===== config.mk =====
export PLATFORM = sky130hd
export DESIGN_NAME = head_world_position_transform_flat
export DESIGN_NICKNAME = d
export VERILOG_FILES = /design/src/sv/hwpt_pkg.sv /design/src/sv/hwpt_in_if.sv /design/src/sv/hwpt_out_if.sv /design/src/sv/hwpt_mdu.sv /design/src/sv/head_world_position_transform.sv /design/src/flat_wrapper.sv
export SDC_FILE = /design/constraint.sdc
export NUM_CORES = 2
export LEC_CHECK = 0
export BUFFER_PORTS_ARGS = -buffer_cell sky130_fd_sc_hd__buf_2
export CAP_MARGIN = 20
export CORE_ASPECT_RATIO = 1.4
export CORE_MARGIN = 5
export CORE_UTILIZATION = 60
export CTS_CLUSTER_SIZE = 20
export DETAILED_ROUTE_END_ITERATION = 16
export PLACE_DENSITY = 0.76
export SETUP_SLACK_MARGIN = 0.1
export SYNTH_ARGS = -nofsm -noshare
export SYNTH_HDL_FRONTEND = slang
export SYNTH_SLANG_ARGS = --single-unit

===== constraint.sdc =====
create_clock -name i_clk -period 42.1 [get_ports i_clk]
set_input_delay 8.42 -clock i_clk [delete_from_list [all_inputs] [get_ports i_clk]]
set_output_delay 8.42 -clock i_clk [all_outputs]
set_load 0.005 [all_outputs]

===== src/sv/hwpt_pkg.sv =====
// Shared types, constants and helpers for the head world position transform.
`default_nettype none
package hwpt_pkg;

    localparam int DW = 50;                     // working datapath width
    localparam int BW = 33;                     // multiplier coefficient width
    localparam int PW = DW + BW;                // serial product width

    localparam logic signed [DW-1:0] ONE_Q30     = 50'sd1073741824;
    localparam logic signed [DW-1:0] NEG_ONE_Q30 = -50'sd1073741824;
    localparam logic signed [BW-1:0] PI_Q30      = 33'sh0C90FDAA2;

    localparam logic [2:0] CFG_CABIN_X = 3'd0;
    localparam logic [2:0] CFG_CABIN_Y = 3'd1;
    localparam logic [2:0] CFG_CABIN_Z = 3'd2;
    localparam logic [2:0] CFG_HEAD_X  = 3'd3;
    localparam logic [2:0] CFG_HEAD_Y  = 3'd4;
    localparam logic [2:0] CFG_HEAD_Z  = 3'd5;

    localparam logic [1:0] ANG_HEAD  = 2'd0;
    localparam logic [1:0] ANG_PITCH = 2'd1;
    localparam logic [1:0] ANG_ROLL  = 2'd2;

    typedef enum logic [2:0] {
        KIND_TRUCK = 3'd0,
        KIND_CABIN = 3'd1,
        KIND_HEAD  = 3'd2,
        KIND_SPEED = 3'd3,
        KIND_PAUSE = 3'd4,
        KIND_START = 3'd5,
        KIND_FRAME = 3'd6
    } t_kind;

    typedef enum logic [1:0] {
        MDU_MUL_RND = 2'd0,
        MDU_MUL_TRN = 2'd1,
        MDU_DIV     = 2'd2
    } t_mdu_op;

    typedef enum logic [3:0] {
        S_IDLE,
        S_PHASE,
        S_X,
        S_X2,
        S_SMUL,
        S_SDIV,
        S_CMUL,
        S_CDIV,
        S_SFIN,
        S_ROT_GO,
        S_ROT_WAIT,
        S_VEH,
        S_WORLD
    } t_state;

    typedef struct packed {
        logic                   start;
        t_mdu_op                op;
        logic signed [DW-1:0]   a;
        logic signed [BW-1:0]   b;
    } t_mdu_req;

    typedef struct packed {
        logic                   done;
        logic signed [DW-1:0]   res;
    } t_mdu_rsp;

    function automatic logic [8:0] sin_div(input logic [3:0] i);
        case (i)
            4'd0:    return 9'd6;
            4'd1:    return 9'd20;
            4'd2:    return 9'd42;
            4'd3:    return 9'd72;
            4'd4:    return 9'd110;
            4'd5:    return 9'd156;
            4'd6:    return 9'd210;
            4'd7:    return 9'd272;
            default: return 9'd342;
        endcase
    endfunction

    function automatic logic [8:0] cos_div(input logic [3:0] i);
        case (i)
            4'd0:    return 9'd2;
            4'd1:    return 9'd12;
            4'd2:    return 9'd30;
            4'd3:    return 9'd56;
            4'd4:    return 9'd90;
            4'd5:    return 9'd132;
            4'd6:    return 9'd182;
            4'd7:    return 9'd240;
            default: return 9'd306;
        endcase
    endfunction

    function automatic logic signed [31:0] clamp_q30(input logic signed [DW-1:0] v);
        if (v > ONE_Q30) begin
            return 32'sh4000_0000;
        end else if (v < NEG_ONE_Q30) begin
            return 32'shC000_0000;
        end else begin
            return v[31:0];
        end
    endfunction

    function automatic logic signed [31:0] sat32(input logic signed [47:0] v);
        if ((&v[47:31]) || !(|v[47:31])) begin
            return v[31:0];
        end else begin
            return v[47] ? 32'sh8000_0000 : 32'sh7FFF_FFFF;
        end
    endfunction

    function automatic logic signed [47:0] sat48(input logic signed [DW:0] v);
        if ((&v[DW:47]) || !(|v[DW:47])) begin
            return v[47:0];
        end else begin
            return v[DW] ? 48'sh8000_0000_0000 : 48'sh7FFF_FFFF_FFFF;
        end
    endfunction

endpackage
`default_nettype wire


===== src/sv/hwpt_in_if.sv =====
// Input channel: telemetry update words.
`default_nettype none
interface hwpt_in_if;
    logic               valid;
    logic               ready;
    logic [2:0]         kind;
    logic signed [47:0] pos_x;
    logic signed [47:0] pos_y;
    logic signed [47:0] pos_z;
    logic signed [15:0] heading;
    logic signed [15:0] pitch;
    logic signed [15:0] roll;
    logic signed [31:0] speed_in;

    modport source (
        output valid, kind, pos_x, pos_y, pos_z, heading, pitch, roll, speed_in,
        input  ready
    );
    modport sink (
        input  valid, kind, pos_x, pos_y, pos_z, heading, pitch, roll, speed_in,
        output ready
    );
endinterface
`default_nettype wire


===== src/sv/hwpt_out_if.sv =====
// Output channel: head world position words.
`default_nettype none
interface hwpt_out_if;
    logic               valid;
    logic               ready;
    logic signed [47:0] world_x;
    logic signed [47:0] world_y;
    logic signed [47:0] world_z;
    logic signed [31:0] speed_out;

    modport source (
        output valid, world_x, world_y, world_z, speed_out,
        input  ready
    );
    modport sink (
        input  valid, world_x, world_y, world_z, speed_out,
        output ready
    );
endinterface
`default_nettype wire


===== src/sv/hwpt_mdu.sv =====
// Bit-serial multiply (Q30 scaled) and divide-by-small-constant unit.
`default_nettype none
module hwpt_mdu (
    input  logic                i_clk,
    input  logic                i_rst_n,
    input  hwpt_pkg::t_mdu_req  i_req,
    output hwpt_pkg::t_mdu_rsp  o_rsp
);
    localparam int DW = hwpt_pkg::DW;
    localparam int BW = hwpt_pkg::BW;
    localparam int PW = hwpt_pkg::PW;

    logic                   r_busy;
    logic                   r_fin;
    logic                   r_done;
    hwpt_pkg::t_mdu_op      r_op;
    logic                   r_neg;
    logic [5:0]             r_cnt;
    logic [PW-1:0]          r_p;
    logic [DW-1:0]          r_ma;
    logic [8:0]             r_rem;
    logic [8:0]             r_d;
    logic signed [DW-1:0]   r_res;

    logic [DW-1:0]          w_ma;
    logic [BW-1:0]          w_mb;
    logic [DW:0]            w_sum;
    logic [9:0]             w_t;
    logic                   w_ge;
    logic [PW-1:0]          w_rnd;
    logic [DW-1:0]          w_q;

    assign w_ma  = i_req.a[DW-1] ? DW'(-i_req.a) : DW'(i_req.a);
    assign w_mb  = i_req.b[BW-1] ? BW'(-i_req.b) : BW'(i_req.b);
    assign w_sum = (DW+1)'(r_p[PW-1:BW]) + (r_p[0] ? {1'b0, r_ma} : '0);
    assign w_t   = {r_rem, r_p[DW-1]};
    assign w_ge  = (w_t >= {1'b0, r_d});
    assign w_rnd = r_p + ((r_op == hwpt_pkg::MDU_MUL_RND) ? (PW'(1) << 29) : '0);
    assign w_q   = (r_op == hwpt_pkg::MDU_DIV) ? r_p[DW-1:0] : w_rnd[30 +: DW];

    always_ff @(posedge i_clk) begin
        if (!i_rst_n) begin
            r_busy <= 1'b0;
            r_fin  <= 1'b0;
            r_done <= 1'b0;
        end else begin
            r_done <= 1'b0;
            r_fin  <= 1'b0;
            if (i_req.start) begin
                r_busy <= 1'b1;
                r_op   <= i_req.op;
                r_neg  <= i_req.a[DW-1] ^ i_req.b[BW-1];
                r_ma   <= w_ma;
                r_rem  <= '0;
                r_d    <= w_mb[8:0];
                if (i_req.op == hwpt_pkg::MDU_DIV) begin
                    r_p   <= PW'(w_ma);
                    r_cnt <= 6'(DW - 1);
                end else begin
                    r_p   <= {{DW{1'b0}}, w_mb};
                    r_cnt <= 6'(BW - 1);
                end
            end else if (r_busy) begin
                if (r_op == hwpt_pkg::MDU_DIV) begin
                    // restoring long division, one dividend bit per cycle
                    r_rem          <= w_ge ? 9'(w_t - {1'b0, r_d}) : w_t[8:0];
                    r_p[DW-1:0]    <= {r_p[DW-2:0], w_ge};
                end else begin
                    r_p <= {w_sum, r_p[BW-1:1]};
                end
                if (r_cnt == '0) begin
                    r_busy <= 1'b0;
                    r_fin  <= 1'b1;
                end else begin
                    r_cnt <= r_cnt - 6'd1;
                end
            end else if (r_fin) begin
                r_res  <= r_neg ? -$signed(w_q) : $signed(w_q);
                r_done <= 1'b1;
            end
        end
    end

    assign o_rsp.done = r_done;
    assign o_rsp.res  = r_res;

endmodule
`default_nettype wire


===== src/sv/head_world_position_transform.sv =====
// Top level: head world position from truck, cabin and head placements.
// Update words are registered as they are accepted; a frame end while running
// computes six sine/cosine series and 24 rotation products, all through one
// bit-serial multiply/divide unit.
// One word at a time; the next is taken once the frame result is registered.
// Reset: held state and configuration clear to zero, the block starts paused.
`default_nettype none
module head_world_position_transform #(
    parameter int ANGLE_BITS = 16
) (
    input  logic        i_clk,
    input  logic        i_rst_n,
    hwpt_in_if.sink     i_in,
    hwpt_out_if.source  o_out,
    input  logic        i_cfg_we,
    input  logic [2:0]  i_cfg_idx,
    input  logic [31:0] i_cfg_data
);
    localparam int DW   = hwpt_pkg::DW;
    localparam int BW   = hwpt_pkg::BW;
    localparam int SH_L = (ANGLE_BITS >= 16) ? ANGLE_BITS - 16 : 0;
    localparam int SH_R = (ANGLE_BITS < 16) ? 16 - ANGLE_BITS : 0;

    hwpt_pkg::t_state       r_state, n_state;
    hwpt_pkg::t_mdu_req     w_req;
    hwpt_pkg::t_mdu_rsp     w_rsp;

    logic signed [31:0]     r_cfg [6];
    logic signed [47:0]     r_truck_pos [3];
    logic signed [15:0]     r_truck_ang [3];
    logic signed [31:0]     r_cab_off [3];
    logic signed [15:0]     r_cab_ang [3];
    logic signed [31:0]     r_head_off [3];
    logic signed [31:0]     r_speed;
    logic                   r_paused;

    logic [2:0]             r_k;
    logic [3:0]             r_i;
    logic [3:0]             r_j;
    logic                   r_rot;
    logic [1:0]             r_quad;
    logic signed [DW-1:0]   r_x, r_x2, r_ts, r_tc;
    logic signed [DW-1:0]   r_v [3];
    logic signed [DW-1:0]   r_acc, r_x1, r_y1, r_y2, r_z2, r_r0;
    logic signed [31:0]     r_sin [6];
    logic signed [31:0]     r_cos [6];

    logic                   r_ovalid;
    logic signed [47:0]     r_ox, r_oy, r_oz;
    logic signed [31:0]     r_ospeed;

    logic                   w_in_acc;
    logic                   w_out_free;
    logic [15:0]            w_ang;
    logic [39:0]            w_ph_wide;
    logic [ANGLE_BITS-1:0]  w_ph;
    logic signed [DW-1:0]   w_xa;
    logic signed [31:0]     w_s, w_c, w_s_q, w_c_q;
    logic signed [DW-1:0]   w_rot_a;
    logic [1:0]             w_rot_ang;
    logic                   w_rot_sin;
    logic [2:0]             w_tix;
    logic signed [BW-1:0]   w_rot_b;

    hwpt_mdu u_mdu (
        .i_clk   (i_clk),
        .i_rst_n (i_rst_n),
        .i_req   (w_req),
        .o_rsp   (w_rsp)
    );

    assign w_in_acc   = i_in.valid && i_in.ready;
    assign i_in.ready = (r_state == hwpt_pkg::S_IDLE);
    assign w_out_free = !r_ovalid || o_out.ready;

    // angle to phase, quadrant in the top two bits
    assign w_ang     = (r_k < 3'd3) ? r_cab_ang[r_k[1:0]] : r_truck_ang[2'(r_k - 3'd3)];
    assign w_ph_wide = (40'(w_ang) << SH_L) >> SH_R;
    assign w_ph      = w_ph_wide[ANGLE_BITS-1:0];
    assign w_xa      = DW'(w_ph[ANGLE_BITS-3:0]) << (31 - ANGLE_BITS);

    assign w_s = hwpt_pkg::clamp_q30(w_rsp.res);
    assign w_c = hwpt_pkg::clamp_q30(r_tc);

    always_comb begin
        case (r_quad)
            2'd0:    begin w_s_q = w_s;  w_c_q = w_c;  end
            2'd1:    begin w_s_q = w_c;  w_c_q = -w_s; end
            2'd2:    begin w_s_q = -w_s; w_c_q = -w_c; end
            default: begin w_s_q = -w_c; w_c_q = w_s;  end
        endcase
    end

    // rotation product schedule: roll, then pitch, then heading
    always_comb begin
        case (r_j) inside
            4'd0, 4'd2:  w_rot_a = r_v[0];
            4'd1, 4'd3:  w_rot_a = r_v[1];
            4'd4, 4'd6:  w_rot_a = r_y1;
            4'd5, 4'd7:  w_rot_a = r_v[2];
            4'd9, 4'd10: w_rot_a = r_z2;
            default:     w_rot_a = r_x1;
        endcase
        case (r_j) inside
            4'd0, 4'd1, 4'd2, 4'd3: w_rot_ang = hwpt_pkg::ANG_ROLL;
            4'd4, 4'd5, 4'd6, 4'd7: w_rot_ang = hwpt_pkg::ANG_PITCH;
            default:                w_rot_ang = hwpt_pkg::ANG_HEAD;
        endcase
        case (r_j) inside
            4'd1, 4'd2, 4'd5, 4'd6, 4'd9, 4'd11: w_rot_sin = 1'b1;
            default:                             w_rot_sin = 1'b0;
        endcase
    end

    assign w_tix   = {1'b0, w_rot_ang} + (r_rot ? 3'd3 : 3'd0);
    assign w_rot_b = w_rot_sin ? BW'(r_sin[w_tix]) : BW'(r_cos[w_tix]);

    always_ff @(posedge i_clk) begin
        if (!i_rst_n) begin
            r_state <= hwpt_pkg::S_IDLE;
        end else begin
            r_state <= n_state;
        end
    end

    always_comb begin
        n_state     = r_state;
        w_req.start = 1'b0;
        w_req.op    = hwpt_pkg::MDU_MUL_RND;
        w_req.a     = '0;
        w_req.b     = '0;
        unique case (r_state)
            hwpt_pkg::S_IDLE: begin
                if (w_in_acc && (hwpt_pkg::t_kind'(i_in.kind) == hwpt_pkg::KIND_FRAME)
                        && !r_paused) begin
                    n_state = hwpt_pkg::S_PHASE;
                end
            end
            hwpt_pkg::S_PHASE: begin
                w_req.start = 1'b1;
                w_req.op    = hwpt_pkg::MDU_MUL_TRN;
                w_req.a     = w_xa;
                w_req.b     = hwpt_pkg::PI_Q30;
                n_state     = hwpt_pkg::S_X;
            end
            hwpt_pkg::S_X: begin
                if (w_rsp.done) begin
                    w_req.start = 1'b1;
                    w_req.a     = w_rsp.res;
                    w_req.b     = BW'(w_rsp.res);
                    n_state     = hwpt_pkg::S_X2;
                end
            end
            hwpt_pkg::S_X2: begin
                if (w_rsp.done) begin
                    w_req.start = 1'b1;
                    w_req.a     = w_rsp.res;
                    w_req.b     = BW'(hwpt_pkg::ONE_Q30);
                    n_state     = hwpt_pkg::S_SMUL;
                end
            end
            hwpt_pkg::S_SMUL: begin
                if (w_rsp.done) begin
                    w_req.start = 1'b1;
                    w_req.op    = hwpt_pkg::MDU_DIV;
                    w_req.a     = w_rsp.res;
                    w_req.b     = BW'(hwpt_pkg::sin_div(r_i));
                    n_state     = hwpt_pkg::S_SDIV;
                end
            end
            hwpt_pkg::S_SDIV: begin
                if (w_rsp.done) begin
                    w_req.start = 1'b1;
                    w_req.a     = r_x2;
                    w_req.b     = BW'(r_tc);
                    n_state     = hwpt_pkg::S_CMUL;
                end
            end
            hwpt_pkg::S_CMUL: begin
                if (w_rsp.done) begin
                    w_req.start = 1'b1;
                    w_req.op    = hwpt_pkg::MDU_DIV;
                    w_req.a     = w_rsp.res;
                    w_req.b     = BW'(hwpt_pkg::cos_div(r_i));
                    n_state     = hwpt_pkg::S_CDIV;
                end
            end
            hwpt_pkg::S_CDIV: begin
                if (w_rsp.done) begin
                    w_req.start = 1'b1;
                    w_req.b     = BW'(r_ts);
                    if (r_i == 4'd0) begin
                        w_req.a = r_x;
                        n_state = hwpt_pkg::S_SFIN;
                    end else begin
                        w_req.a = r_x2;
                        n_state = hwpt_pkg::S_SMUL;
                    end
                end
            end
            hwpt_pkg::S_SFIN: begin
                if (w_rsp.done) begin
                    n_state = (r_k == 3'd5) ? hwpt_pkg::S_ROT_GO : hwpt_pkg::S_PHASE;
                end
            end
            hwpt_pkg::S_ROT_GO: begin
                w_req.start = 1'b1;
                w_req.a     = w_rot_a;
                w_req.b     = w_rot_b;
                n_state     = hwpt_pkg::S_ROT_WAIT;
            end
            hwpt_pkg::S_ROT_WAIT: begin
                if (w_rsp.done) begin
                    if (r_j == 4'd11) begin
                        n_state = r_rot ? hwpt_pkg::S_WORLD : hwpt_pkg::S_VEH;
                    end else begin
                        n_state = hwpt_pkg::S_ROT_GO;
                    end
                end
            end
            hwpt_pkg::S_VEH: begin
                n_state = hwpt_pkg::S_ROT_GO;
            end
            hwpt_pkg::S_WORLD: begin
                if (w_out_free) begin
                    n_state = hwpt_pkg::S_IDLE;
                end
            end
            default: begin
                n_state = hwpt_pkg::S_IDLE;
            end
        endcase
    end

    always_ff @(posedge i_clk) begin
        if (!i_rst_n) begin
            for (int n = 0; n < 6; n++) begin
                r_cfg[n] <= '0;
            end
            for (int n = 0; n < 3; n++) begin
                r_truck_pos[n] <= '0;
                r_truck_ang[n] <= '0;
                r_cab_off[n]   <= '0;
                r_cab_ang[n]   <= '0;
                r_head_off[n]  <= '0;
            end
            r_speed  <= '0;
            r_paused <= 1'b1;
            r_ovalid <= 1'b0;
            r_k      <= '0;
            r_i      <= '0;
            r_j      <= '0;
            r_rot    <= 1'b0;
        end else begin
            if (i_cfg_we) begin
                case (i_cfg_idx)
                    hwpt_pkg::CFG_CABIN_X: r_cfg[0] <= i_cfg_data;
                    hwpt_pkg::CFG_CABIN_Y: r_cfg[1] <= i_cfg_data;
                    hwpt_pkg::CFG_CABIN_Z: r_cfg[2] <= i_cfg_data;
                    hwpt_pkg::CFG_HEAD_X:  r_cfg[3] <= i_cfg_data;
                    hwpt_pkg::CFG_HEAD_Y:  r_cfg[4] <= i_cfg_data;
                    hwpt_pkg::CFG_HEAD_Z:  r_cfg[5] <= i_cfg_data;
                    default: ;
                endcase
            end

            if (w_in_acc) begin
                unique case (hwpt_pkg::t_kind'(i_in.kind))
                    hwpt_pkg::KIND_TRUCK: begin
                        r_truck_pos[0] <= i_in.pos_x;
                        r_truck_pos[1] <= i_in.pos_y;
                        r_truck_pos[2] <= i_in.pos_z;
                        r_truck_ang[0] <= i_in.heading;
                        r_truck_ang[1] <= i_in.pitch;
                        r_truck_ang[2] <= i_in.roll;
                    end
                    hwpt_pkg::KIND_CABIN: begin
                        r_cab_off[0] <= hwpt_pkg::sat32(i_in.pos_x);
                        r_cab_off[1] <= hwpt_pkg::sat32(i_in.pos_y);
                        r_cab_off[2] <= hwpt_pkg::sat32(i_in.pos_z);
                        r_cab_ang[0] <= i_in.heading;
                        r_cab_ang[1] <= i_in.pitch;
                        r_cab_ang[2] <= i_in.roll;
                    end
                    hwpt_pkg::KIND_HEAD: begin
                        r_head_off[0] <= hwpt_pkg::sat32(i_in.pos_x);
                        r_head_off[1] <= hwpt_pkg::sat32(i_in.pos_y);
                        r_head_off[2] <= hwpt_pkg::sat32(i_in.pos_z);
                    end
                    hwpt_pkg::KIND_SPEED: r_speed  <= i_in.speed_in;
                    hwpt_pkg::KIND_PAUSE: r_paused <= 1'b1;
                    hwpt_pkg::KIND_START: r_paused <= 1'b0;
                    hwpt_pkg::KIND_FRAME: begin
                        // head position in cabin space
                        for (int n = 0; n < 3; n++) begin
                            r_v[n] <= DW'(r_cfg[3 + n]) + DW'(r_head_off[n]);
                        end
                        r_k <= '0;
                    end
                    default: ;
                endcase
            end

            // a new word loaded in S_WORLD takes the place of the one leaving
            if (r_ovalid && o_out.ready && (r_state != hwpt_pkg::S_WORLD)) begin
                r_ovalid <= 1'b0;
            end

            case (r_state)
                hwpt_pkg::S_PHASE: r_quad <= w_ph[ANGLE_BITS-1:ANGLE_BITS-2];
                hwpt_pkg::S_X: begin
                    if (w_rsp.done) r_x <= w_rsp.res;
                end
                hwpt_pkg::S_X2: begin
                    if (w_rsp.done) begin
                        r_x2 <= w_rsp.res;
                        r_ts <= hwpt_pkg::ONE_Q30;
                        r_tc <= hwpt_pkg::ONE_Q30;
                        r_i  <= 4'd8;
                    end
                end
                hwpt_pkg::S_SDIV: begin
                    if (w_rsp.done) r_ts <= hwpt_pkg::ONE_Q30 - w_rsp.res;
                end
                hwpt_pkg::S_CDIV: begin
                    if (w_rsp.done) begin
                        r_tc <= hwpt_pkg::ONE_Q30 - w_rsp.res;
                        if (r_i != 4'd0) r_i <= r_i - 4'd1;
                    end
                end
                hwpt_pkg::S_SFIN: begin
                    if (w_rsp.done) begin
                        r_sin[r_k] <= w_s_q;
                        r_cos[r_k] <= w_c_q;
                        if (r_k == 3'd5) begin
                            r_j   <= '0;
                            r_rot <= 1'b0;
                        end else begin
                            r_k <= r_k + 3'd1;
                        end
                    end
                end
                hwpt_pkg::S_ROT_WAIT: begin
                    if (w_rsp.done) begin
                        case (r_j)
                            4'd1:  r_x1 <= r_acc - w_rsp.res;
                            4'd3:  r_y1 <= r_acc + w_rsp.res;
                            4'd5:  r_y2 <= r_acc - w_rsp.res;
                            4'd7:  r_z2 <= r_acc + w_rsp.res;
                            4'd9:  r_r0 <= r_acc + w_rsp.res;
                            4'd11: begin
                                r_v[0] <= r_r0;
                                r_v[1] <= r_y2;
                                r_v[2] <= r_acc - w_rsp.res;
                            end
                            default: r_acc <= w_rsp.res;
                        endcase
                        if (r_j != 4'd11) r_j <= r_j + 4'd1;
                    end
                end
                hwpt_pkg::S_VEH: begin
                    for (int n = 0; n < 3; n++) begin
                        r_v[n] <= r_v[n] + DW'(r_cfg[n]) + DW'(r_cab_off[n]);
                    end
                    r_rot <= 1'b1;
                    r_j   <= '0;
                end
                hwpt_pkg::S_WORLD: begin
                    if (w_out_free) begin
                        r_ox     <= hwpt_pkg::sat48((DW+1)'(r_truck_pos[0]) + (DW+1)'(r_v[0]));
                        r_oy     <= hwpt_pkg::sat48((DW+1)'(r_truck_pos[1]) + (DW+1)'(r_v[1]));
                        r_oz     <= hwpt_pkg::sat48((DW+1)'(r_truck_pos[2]) + (DW+1)'(r_v[2]));
                        r_ospeed <= r_speed;
                        r_ovalid <= 1'b1;
                    end
                end
                default: ;
            endcase
        end
    end

    assign o_out.valid     = r_ovalid;
    assign o_out.world_x   = r_ox;
    assign o_out.world_y   = r_oy;
    assign o_out.world_z   = r_oz;
    assign o_out.speed_out = r_ospeed;

endmodule
`default_nettype wire


===== src/flat_wrapper.sv =====
// flat-port wrapper written by rule: the top's interface ports become plain ports
module head_world_position_transform_flat 
#(
    parameter int ANGLE_BITS = 16
)
  (i_clk, i_rst_n, i_cfg_we, i_cfg_idx, i_cfg_data, i_in_valid, i_in_kind, i_in_pos_x, i_in_pos_y, i_in_pos_z, i_in_heading, i_in_pitch, i_in_roll, i_in_speed_in, i_in_ready, o_out_valid, o_out_world_x, o_out_world_y, o_out_world_z, o_out_speed_out, o_out_ready);
  hwpt_in_if i_in_i ();
  hwpt_out_if o_out_i ();
  input  logic i_clk;
  input  logic i_rst_n;
  input  logic i_cfg_we;
  input  logic [2:0] i_cfg_idx;
  input  logic [31:0] i_cfg_data;
  input wire logic [$bits(i_in_i.valid)-1:0] i_in_valid;
  input wire logic [$bits(i_in_i.kind)-1:0] i_in_kind;
  input wire logic [$bits(i_in_i.pos_x)-1:0] i_in_pos_x;
  input wire logic [$bits(i_in_i.pos_y)-1:0] i_in_pos_y;
  input wire logic [$bits(i_in_i.pos_z)-1:0] i_in_pos_z;
  input wire logic [$bits(i_in_i.heading)-1:0] i_in_heading;
  input wire logic [$bits(i_in_i.pitch)-1:0] i_in_pitch;
  input wire logic [$bits(i_in_i.roll)-1:0] i_in_roll;
  input wire logic [$bits(i_in_i.speed_in)-1:0] i_in_speed_in;
  output wire logic [$bits(i_in_i.ready)-1:0] i_in_ready;
  output wire logic [$bits(o_out_i.valid)-1:0] o_out_valid;
  output wire logic [$bits(o_out_i.world_x)-1:0] o_out_world_x;
  output wire logic [$bits(o_out_i.world_y)-1:0] o_out_world_y;
  output wire logic [$bits(o_out_i.world_z)-1:0] o_out_world_z;
  output wire logic [$bits(o_out_i.speed_out)-1:0] o_out_speed_out;
  input wire logic [$bits(o_out_i.ready)-1:0] o_out_ready;
  assign i_in_i.valid = i_in_valid;
  assign i_in_i.kind = i_in_kind;
  assign i_in_i.pos_x = i_in_pos_x;
  assign i_in_i.pos_y = i_in_pos_y;
  assign i_in_i.pos_z = i_in_pos_z;
  assign i_in_i.heading = i_in_heading;
  assign i_in_i.pitch = i_in_pitch;
  assign i_in_i.roll = i_in_roll;
  assign i_in_i.speed_in = i_in_speed_in;
  assign i_in_ready = i_in_i.ready;
  assign o_out_valid = o_out_i.valid;
  assign o_out_world_x = o_out_i.world_x;
  assign o_out_world_y = o_out_i.world_y;
  assign o_out_world_z = o_out_i.world_z;
  assign o_out_speed_out = o_out_i.speed_out;
  assign o_out_i.ready = o_out_ready;
  head_world_position_transform #(.ANGLE_BITS(ANGLE_BITS)) u_core (.i_clk(i_clk), .i_rst_n(i_rst_n), .i_in(i_in_i), .o_out(o_out_i), .i_cfg_we(i_cfg_we), .i_cfg_idx(i_cfg_idx), .i_cfg_data(i_cfg_data));
endmodule

==> impl_metrics.env <==
export IMPL_place_ws_ns=29.81
export IMPL_tns_ns=0
export IMPL_yosysSeqAreaShare_pct=50.8
export IMPL_cts_sinks=2096
export IMPL_cts_buffer_depth=4
export IMPL_tritoncts="yes"
export IMPL_rows=196
export IMPL_worstPathMaxFanout=80
export IMPL_netlist_top_cells_area="edfxtp_1 (50%), ha_1 (5.9%), a21oi_1 (3.6%)"
export IMPL_crit_type="in -> reg"
export IMPL_rr_endpoint="u_core.u_mdu.r_p[31]"
export IMPL_ys_types=109
export IMPL_ir_worst_vdd_mv=0.0393
export IMPL_final_cell_mix="edfxtp_1 (2029), a21oi_1 (886), nor2_1 (836), nand2_1 (821), o21ai_0 (651)"
export IMPL_synth_adder_area_share_pct=8.48
export IMPL_required_ns=42.57
export IMPL_power_density_nw_per_um2=39.7
export IMPL_insertion_delay_ns=0.92
export IMPL_path_cells="buf_2, buf_4, inv_2, nor3b_2, buf_4, buf_4, buf_4, buf_4"
export IMPL_status="finished, final reports clean"
export IMPL_antenna_found_initial=18
export IMPL_dieArea_um2=214000
export IMPL_drc=0
export IMPL_ys_ff_latch=2096
export IMPL_cp_data_arrival_time_ns=12.03
export IMPL_finalHoldViolCount=0
export IMPL_synth_edf_count=2029
export IMPL_critPathBufInv=7
export IMPL_fill_cells=15200
export IMPL_hold_buffers=0
export IMPL_first_pass_iters=10
export IMPL_root_buffer="clkbuf_16"
export IMPL_gp_congestion=1.02
export IMPL_layout_drive_gt1_share_pct=11.0
export IMPL_clk_pin_slew_ns=0.06
export IMPL_rsz0062_at_grt="false"
export IMPL_area_delta_synth_final_pct=10.3
export IMPL_cts_buffers=209
export IMPL_slowest_delay_ns=0.87
export IMPL_place_inst=13900
export IMPL_r2r_setup_slack_ns=34.90
export IMPL_io_pins=445
export IMPL_cp_end_kind="register"
export IMPL_synthXorXnorAreaFrac_pct=4.91
export IMPL_finalSetupViolCount=0
export IMPL_startpoint_type="input pin"
export IMPL_fin_util_pct=66.4
export IMPL_start_util_pct=60.2
export IMPL_synthArstFlopShare_pct=0
export IMPL_grt_overflow=0
export IMPL_finalWirelength_um=428000
export IMPL_grt_total_usage_pct=38.9
export IMPL_synth_ff_type="edfxtp_1"
export IMPL_max_freq_mhz=86.5
export IMPL_grt_max_degree=134
export IMPL_synth_top_family_by_area="compound AO/OA/AOI/OAI gates"
export IMPL_layout_cells_non_filler=14300
export IMPL_p_leak_nw=50.6
export IMPL_syn_area_per_cell_um2=11.0
export IMPL_holdPathStages=0
export IMPL_synth_area_um2=123000
export IMPL_postLayoutCellArea_um2=135000
export IMPL_drv_cap=0
export IMPL_synthSimpleGateAreaFrac_pct=13.6
export IMPL_die_h_um=545
export IMPL_startpoint="i_rst_n"
export IMPL_crit_end="u_core.o_out.speed_out[1]"
export IMPL_syn_num_nets=12200
export IMPL_drtIter0Drc=12700
export IMPL_fin_ws_ns=30.53
export IMPL_core_um2=204000
export IMPL_ys_warn_count=0
export IMPL_min_period_ns=11.57
export IMPL_syn_inst=11100
export IMPL_critical_path_slowest_cell="buf_4"
export IMPL_ant_nets=0
export IMPL_htree_levels=4
export IMPL_hold_path_class="reg -> reg"
export IMPL_period_share_pct=27.5
export IMPL_reg2regPathDepth=17
export IMPL_layout_commonest_cell="edfxtp_1"
export IMPL_grt_pass1_vias=96000
export IMPL_grt_pass1_wl_um=616000
export IMPL_dpl_cell_area_um2=128000
export IMPL_slew_violations=0
export IMPL_synth_compound_area_share_pct=16.9
export IMPL_cts_resized=0
export IMPL_dp_final_hpwl_um=321000
export IMPL_yosysTopAreaCellShare_pct=49.7
export IMPL_cp_num_cells=8
export IMPL_vias=98200
export IMPL_drt_wirelength_per_cell_um=30.0
export IMPL_worst_pin_slew_ns=1.27
export IMPL_r2r_start="u_core.r_j[2]"
export IMPL_via_per_inst=6.87
export IMPL_skew_ns=0.0886
export IMPL_die_x_um=392
export IMPL_relSlewSlack_pct=14.4
export IMPL_path_delay_family="buffers and inverters"
export IMPL_nets=12400
export IMPL_io_buffers=444
export IMPL_netlist_top_cell_by_area="edfxtp_1"
export IMPL_post_cts_buffers=0
export IMPL_synth_mux_area_share_pct=2.57
export IMPL_cpMostUsedCell="buf_4"
[report_power, final]
group          switching, mW  leakage, nW  internal (mW)
clock network          0.841         3.37           1.11
registers             0.0527         19.8           2.38
logic                  0.630         27.3          0.356
total                   1.52         50.6           3.84
[sequential cells by signal (all words and copies together), names as in the netlist, 83 cells and up, named ones only]
signal	flops
u_core.r_truck_pos	144
u_core.r_cos	192
u_core.u_mdu.r_p	83
u_core.r_head_off	96
u_core.r_sin	192
u_core.r_cab_off	96
u_core.r_cfg	192
u_core.r_v	150
[cell type report]
class / instances / area (um^2) / share of cell area, %
Multi-Input combinational cell: 8172 / 57600 / 42.6
Antenna cell: 13 / 32.5 / 0.0241
Inverter: 296 / 1110 / 0.822
Clock buffer: 241 / 5410 / 4.00
Tap cell: 2673 / 3340 / 2.47
Clock inverter: 134 / 1530 / 1.13
Timing Repair Buffer: 655 / 3870 / 2.86
Sequential cell: 2096 / 62300 / 46.1
[worst min path at each step]
stage,to,start,slack [ns]
4_1_cts,u_core.o_out.speed_out[15],u_core.r_speed[15],0.43
3_5_place_dp,u_core.o_out.speed_out[14],u_core.r_speed[14],0.42
5_1_grt,u_core.o_out.speed_out[22],u_core.r_speed[22],0.44
6_report,u_core.o_out.speed_out[15],u_core.r_speed[15],0.43
3_3_place_gp,u_core.o_out.speed_out[15],u_core.r_speed[15],0.41
2_1_floorplan,u_core.o_out.speed_out[0],u_core.r_speed[0],0.41
[per-stage QoR]
stage                     power (mW)  hold slack [ns]
final                           5.37            0.433
after global routing            5.53            0.442
after CTS                       5.34            0.433
after detailed placement        3.43            0.418
after global placement          3.40            0.411
after floorplan                 3.12            0.408
[per-layer routing]
metal | wire length (um) | vias to the layer above | GRT usage, %
met4 | 33600 | 14 | 25.2
met5 | 86 | - | 0
met3 | 46100 | 1414 | 6.57
met2 | 201000 | 6326 | 64.6
met1 | 147000 | 47900 | 47.1
li1 | - | 42500 | -
[cells in the mapped netlist, types with 160 or more instances]
cell type and n:
ha_1 575, clkbuf_1 475, nand2_1 825, xnor2_1 441
and2_1 539, o21ai_0 665, nor2_1 859, nor3_1 176
edfxtp_1 2029, xor2_1 245, fa_1 160, a21oi_1 893
a21o_1 275, inv_1 292, nand3_1 231
[cells by family after synthesis]
kind of cell	count (synthesis)
buffers and inverters	881
XOR/XNOR	687
AND/OR/NAND/NOR	3356
AO/OA/AOI/OAI	3172
adder cells (fa/ha/maj)	735
flip-flops	2096
multiplexers	222
Note: power is estimated with default switching activity, not from simulation.
